$ cat src/design/cpsl_pkg.sv
// Shared types, constants and ChaCha helper functions for the ChaCha20-Poly1305 seal block.
package cpsl_pkg;

  localparam logic [1:0] OP_AAD  = 2'd0;
  localparam logic [1:0] OP_TEXT = 2'd1;
  localparam logic [1:0] OP_FIN  = 2'd2;

  localparam logic [2:0] REG_KEY0     = 3'd0;
  localparam logic [2:0] REG_KEY1     = 3'd1;
  localparam logic [2:0] REG_KEY2     = 3'd2;
  localparam logic [2:0] REG_KEY3     = 3'd3;
  localparam logic [2:0] REG_NONCE_LO = 3'd4;
  localparam logic [2:0] REG_NONCE_HI = 3'd5;

  localparam int QDEPTH = 4;
  localparam int QW     = $clog2(QDEPTH);

  localparam logic [31:0] SIGMA0 = 32'h61707865;
  localparam logic [31:0] SIGMA1 = 32'h3320646e;
  localparam logic [31:0] SIGMA2 = 32'h79622d32;
  localparam logic [31:0] SIGMA3 = 32'h6b206574;

  localparam logic [25:0] MASK26 = 26'h3ffffff;
  localparam logic [25:0] CLAMP1 = 26'h3ffff03;
  localparam logic [25:0] CLAMP2 = 26'h3ffc0ff;
  localparam logic [25:0] CLAMP3 = 26'h3f03fff;
  localparam logic [25:0] CLAMP4 = 26'h00fffff;
  localparam logic [31:0] LIMB_TOP = 32'h4000000;

  typedef enum logic [1:0] {
    CMD_AAD  = 2'd0,
    CMD_TEXT = 2'd1,
    CMD_FIN  = 2'd2,
    CMD_ERR  = 2'd3
  } cmd_kind_t;

  typedef struct packed {
    cmd_kind_t   kind;
    logic [63:0] data;
    logic [3:0]  n;
  } cmd_t;

  typedef struct packed {
    logic        start;
    logic [31:0] ctr;
  } cc_req_t;

  typedef struct packed {
    logic blk;
    logic tag;
    logic clear;
    logic key;
  } poly_req_t;

  typedef enum logic [2:0] {
    P_IDLE, P_MUL, P_CARRY, P_FIX, P_TC, P_TG, P_TA
  } poly_state_t;

  typedef enum logic [3:0] {
    S_IDLE, S_DISP, S_KEYW, S_ROUTE, S_BYTE, S_KSW, S_PW,
    S_OUT, S_LENS, S_TAG, S_TW, S_T1, S_T2
  } back_state_t;

  function automatic logic [31:0] rotl(input logic [31:0] v, input int n);
    return (v << n) | (v >> (32 - n));
  endfunction

  function automatic logic [127:0] qr(input logic [31:0] a_i, input logic [31:0] b_i,
                                      input logic [31:0] c_i, input logic [31:0] d_i);
    logic [31:0] a, b, c, d;
    a = a_i; b = b_i; c = c_i; d = d_i;
    a = a + b; d = rotl(d ^ a, 16);
    c = c + d; b = rotl(b ^ c, 12);
    a = a + b; d = rotl(d ^ a, 8);
    c = c + d; b = rotl(b ^ c, 7);
    return {a, b, c, d};
  endfunction

endpackage

$ cat src/design/cpsl_if.sv
// Valid/ready channel interfaces for the input items and the result items.
interface cpsl_in_if;
  logic        valid;
  logic        ready;
  logic [1:0]  opcode;
  logic [63:0] data_word;
  logic [3:0]  byte_count;
  modport source(output valid, opcode, data_word, byte_count, input ready);
  modport sink(input valid, opcode, data_word, byte_count, output ready);
endinterface


$ cat src/design/cpsl_front.sv
// Front end: accepts items, classifies them into commands and queues them for the back end.
module cpsl_front import cpsl_pkg::*; #(
  parameter int CHUNK_BYTES = 8
) (
  input  logic     clk,
  input  logic     rst_n,
  cpsl_in_if.sink  in_ch,
  input  logic     pop,
  output logic     cmd_valid,
  output cmd_t     cmd
);

  localparam logic [3:0] CHUNK_N = 4'(CHUNK_BYTES);

  cmd_t          q_r [QDEPTH];
  logic [QW-1:0] wp_r, rp_r;
  logic [QW:0]   cnt_r;
  logic          phase_r;
  logic          accept, push, do_pop;
  logic [3:0]    n;
  cmd_t          new_cmd;

  assign in_ch.ready = (cnt_r != (QW+1)'(QDEPTH));
  assign accept      = in_ch.valid && in_ch.ready;
  assign cmd_valid   = (cnt_r != '0);
  assign cmd         = q_r[rp_r];
  assign do_pop      = pop && cmd_valid;

  always_comb begin
    n = (in_ch.byte_count > CHUNK_N) ? CHUNK_N : in_ch.byte_count;
    new_cmd.data = in_ch.data_word;
    new_cmd.n    = n;
    new_cmd.kind = CMD_AAD;
    push = 1'b0;
    case (in_ch.opcode)
      OP_AAD: begin
        // An aad chunk after plaintext is dropped; the back end raises the flag in order.
        if (phase_r) begin
          new_cmd.kind = CMD_ERR;
          push = 1'b1;
        end else begin
          push = (n != 4'd0);
        end
      end
      OP_TEXT: begin
        new_cmd.kind = CMD_TEXT;
        push = (n != 4'd0);
      end
      OP_FIN: begin
        new_cmd.kind = CMD_FIN;
        push = 1'b1;
      end
      default: push = 1'b0;
    endcase
  end

  always_ff @(posedge clk) begin
    if (!rst_n) begin
      wp_r    <= '0;
      rp_r    <= '0;
      cnt_r   <= '0;
      phase_r <= 1'b0;
    end else begin
      if (accept && push) begin
        q_r[wp_r] <= new_cmd;
        wp_r      <= wp_r + 1'b1;
      end
      if (do_pop) rp_r <= rp_r + 1'b1;
      cnt_r <= cnt_r + (QW+1)'(accept && push) - (QW+1)'(do_pop);
      if (accept && push) begin
        if (new_cmd.kind == CMD_TEXT) phase_r <= 1'b1;
        else if (new_cmd.kind == CMD_FIN) phase_r <= 1'b0;
      end
    end
  end

endmodule

$ cat src/flat_wrapper.sv
// flat-port wrapper written by rule: the top's interface ports become plain ports
module cpsl_front_flat import cpsl_pkg::*;
#(
  parameter int CHUNK_BYTES = 8
)
  (clk, rst_n, pop, cmd_valid, cmd, in_ch_valid, in_ch_opcode, in_ch_data_word, in_ch_byte_count, in_ch_ready);
  cpsl_in_if in_ch_i ();
  input  logic clk;
  input  logic rst_n;
  input  logic pop;
  output logic cmd_valid;
  output cmd_t cmd;
  input wire logic [$bits(in_ch_i.valid)-1:0] in_ch_valid;
  input wire logic [$bits(in_ch_i.opcode)-1:0] in_ch_opcode;
  input wire logic [$bits(in_ch_i.data_word)-1:0] in_ch_data_word;
  input wire logic [$bits(in_ch_i.byte_count)-1:0] in_ch_byte_count;
  output wire logic [$bits(in_ch_i.ready)-1:0] in_ch_ready;
  assign in_ch_i.valid = in_ch_valid;
  assign in_ch_i.opcode = in_ch_opcode;
  assign in_ch_i.data_word = in_ch_data_word;
  assign in_ch_i.byte_count = in_ch_byte_count;
  assign in_ch_ready = in_ch_i.ready;
  cpsl_front #(.CHUNK_BYTES(CHUNK_BYTES)) u_core (.clk(clk), .rst_n(rst_n), .in_ch(in_ch_i), .pop(pop), .cmd_valid(cmd_valid), .cmd(cmd));
endmodule
$ cat config.mk
export PLATFORM = sky130hd
export DESIGN_NAME = cpsl_front_flat
export DESIGN_NICKNAME = d
export VERILOG_FILES = /design/src/design/cpsl_pkg.sv /design/src/design/cpsl_if.sv /design/src/design/cpsl_front.sv /design/src/flat_wrapper.sv
export SDC_FILE = /design/constraint.sdc
export NUM_CORES = 1
export LEC_CHECK = 0
export BUFFER_PORTS_ARGS = -buffer_cell sky130_fd_sc_hd__buf_4
export CAP_MARGIN = 0
export CELL_PAD_IN_SITES_DETAIL_PLACEMENT = 1
export CELL_PAD_IN_SITES_GLOBAL_PLACEMENT = 1
export CORE_MARGIN = 10
export CORE_UTILIZATION = 50
export CTS_CLUSTER_DIAMETER = 100
export DETAILED_ROUTE_END_ITERATION = 10
export GPL_TIMING_DRIVEN = 0
export PLACE_DENSITY_LB_ADDON = 0.3
export SLEW_MARGIN = 20
export SYNTH_ARGS = -nofsm -noshare
export SYNTH_HDL_FRONTEND = slang
export SYNTH_SLANG_ARGS = --single-unit
$ cat constraint.sdc
create_clock -name clk -period 4.22 [get_ports clk]
set_input_delay 0.422 -clock clk [delete_from_list [all_inputs] [get_ports clk]]
set_output_delay 0.422 -clock clk [all_outputs]
set_load 0.1 [all_outputs]
==> summary.txt <==
Place
  – Buffers on Ports: 145
  – DP Wirelength: 13800 µm
  – Pre-CTS WS: 1500 ps
  – RePlAce Congestion: 0.731

Yosys
  – Post-synthesis compound-gate area fraction: 0.700%
  – Syn avg cell area: 24.6 µm²
  – Synthesized area: 0.0107 mm²
  – Unique masters post-synth: 26
  – XOR/XNOR share of the synthesized area: 0.326%
  – Syn Inst Count: 436
  – Post-Synth Adder-Cell Area: 1.47%
  – Synth Area in Simple Gates: 1.35%
  – Ys Warns: 0
  – Register bit total from synthesis: 290
  – Mux contribution to synthesized area: 15.0%
  – Sequential fraction of the synthesis area: 80.2%
  – Largest family of logic cells by synthesized area: multiplexers
  – Synth Net Count: 522

Clock tree
  – CTS root buffer: clkbuf_16
  – Clock Latency Late Sink: 540 ps
  – Post-CTS Setup Inserts: 0
  – Max Root-Sink Buffers: 3
  – # clock sinks: 290
  – Hold_buf cts: 0
  – Resized Gates After CTS: 0
  – H-tree Lvls: 1
  – TritonCTS buffer count: 30
  – CTS tree: done
  – Clk slew on worst S/H paths: 60 ps

Global routing
  – First-pass GRT wire length: 34100 µm
  – Total grt overflow: 0
  – Pin count of the biggest net entering global routing: 38
  – Vias in the first global route: 5678
  – Total GRT Usage: 15.7%
  – Initial antenna violation count: 0

Route
  – Post-DRT Antenna Nets: 0
  – Avg Vias per Cell: 5.40
  – Total vias in the final route: 4943
  – Total wire length: 21700 µm
  – Wire length per cell: 23.7 µm
  – Pre-antenna DRT Iters: 5
  – Remaining DRCs: 0
  – DRT iter0 DRCs: 260

Run status
  – Outcome: finished clean

Timing
  – Worst Clk Skew: 6.13 ps
  – Period utilization: 70.9%
  – Final worst slack: 1230 ps
  – Worst slew pin tran: 656 ps
  – Final Hold Viols: 0
  – Slew headroom: 56.3%
  – Slew Limit Fails: 0
  – TNS Setup: 0 ps
  – Achievable Freq: 334 MHz
  – Min Tclk post-route: 2990 ps
  – RSZ-0062 raised after global routing: false
  – Final Setup Violations: 0

Cells and area
  – P&R area growth vs syn: 24.8%
  – Nets: 703
  – Layout cell share with drive strength beyond 1: 44.6%
  – FILL cells: 1727
  – Commonest non-fill, non-tap cells in the layout: edfxtp_1, buf_4, mux4_2, clkbuf_16
  – Ant diodes: 0
  – Most common cell after layout, fill and taps aside: edfxtp_1

Power and ir drop
  – Pwr dens: 686 mW/mm²
  – Maximum VDD drop: 0.525 mV
  – Lkg Pwr: 4.53 nW

Worst setup path
  – CP max FO: 10
  – CP arrival: 2570 ps
  – Nature of the critical path endpoint: output port
  – Startpoint Class: register
  – CP Class: reg -> out
  – Worst reg2reg startpoint: u_core.cnt_r[1]
  – Worst EP required: 3800 ps

Min path
  – Min-Delay Path Class: in -> reg
  – Worst hold path startpoint: in_ch_data_word[43]

Die
  – Core area: 0.0211 mm²
  – Row count: 53
  – Chip height: 166 µm
  – Die area: 0.0277 mm²
  – Die width: 166 µm
  – Initial Util: 50.9%
  – I/O pins: 146

Run
  – Max cap viols: 0
per-stage QoR:
stage	cell area, µm²	hold slack [ps]	total power, W	instances	util (%)
floorplan	10700	482	0.00579	436	-
global placement	12200	498	0.00640	856	57.7
detailed placement	12300	523	0.00644	860	58.3
CTS	13400	56.1	0.00930	916	63.5
global route	13400	62.7	0.00952	916	63.5
finish	13400	82.4	0.00919	916	63.5
layout make-up:
type / instances / area, µm² / area share [%]
buffer: 17 / 72.6 / 0.542
clock buffer: 35 / 821 / 6.13
clock inverter: 21 / 277 / 2.07
inverter: 8 / 30.0 / 0.224
multi-input combinational: 121 / 2040 / 15.2
sequential: 290 / 8610 / 64.3
tap: 275 / 344 / 2.57
timing repair buffer: 149 / 1200 / 8.95
state kept, by name (all words and copies together) (netlist names), named ones only:
name / cells
u_core.q_r: 280
u_core.cnt_r: 3
u_core.rp_r: 2
u_core.wp_r: 2
u_core.phase_r: 1
metal layers:
layer	share of wire (%)	up-vias	wire length [µm]	GRT usage, %
li1	-	2200	-	-
met1	40	2570	8780	19.7
met2	52	137	11300	27.0
met3	5.3	36	1150	3.37
met4	2.1	0	456	4.35
met5	0	-	0	0
cell usage after synthesis:
cell / count / share of area (%)
edfxtp_1: 280 / 78
mux4_2: 70 / 15
ha_1: 11 / 1.3
clkbuf_1: 10 / 0.35
dfxtp_1: 10 / 1.9
inv_1: 8 / 0.28
buf_2: 7 / 0.33
nor2_1: 5 / 0.17
and3_1: 4 / 0.23
nand2_1: 4 / 0.14
nor2b_1: 4 / 0.23
mux2i_1: 3 / 0.28
a21oi_1: 2 / 0.093
o21ai_1: 2 / 0.093
or3_1: 2 / 0.12
or3b_2: 2 / 0.16
xnor2_1: 2 / 0.16
xor2_1: 2 / 0.16
a211oi_4: 1 / 0.19
and2_1: 1 / 0.058
fa_1: 1 / 0.19
nor2_2: 1 / 0.058
nor3b_1: 1 / 0.070
o311ai_4: 1 / 0.24
o31a_1: 1 / 0.082
or4_4: 1 / 0.10
path summary, 6_finish.rpt:
kind / to / slack (ps) / depth (start not counted)
worst max-delay path: cmd[43] / 1230 / 4
worst min-delay path: u_core.q_r[2][47] / 80 / 1
worst max register to register: u_core.q_r[2][46] / 1970 / 5
worst min register to register: u_core.wp_r[1] / 530 / 2
worst max-delay path, stage by stage, from the launching register on:
cell and delay (ps):
dfxtp_1 310, clkbuf_1 420, buf_2 440, mux4_2 590
buf_4 260
cell families after synthesis:
group,Yosys count
DFF,290
muxes,73
buffers and inverters,25
and+or+nand+nor,25
adders and majority gates,12
AOI/OAI and AO/OA,7
xor gates and xnor gates,4
where the power goes:
group / switching (W) / total (W) / leakage (nW) / internal [W]
logic: 0.00228 / 0.00307 / 1.38 / 0.000795
registers: 0.0000308 / 0.00327 / 2.61 / 0.00324
clock network: 0.00104 / 0.00285 / 0.543 / 0.00181
Power figures use the tool's default switching activity.
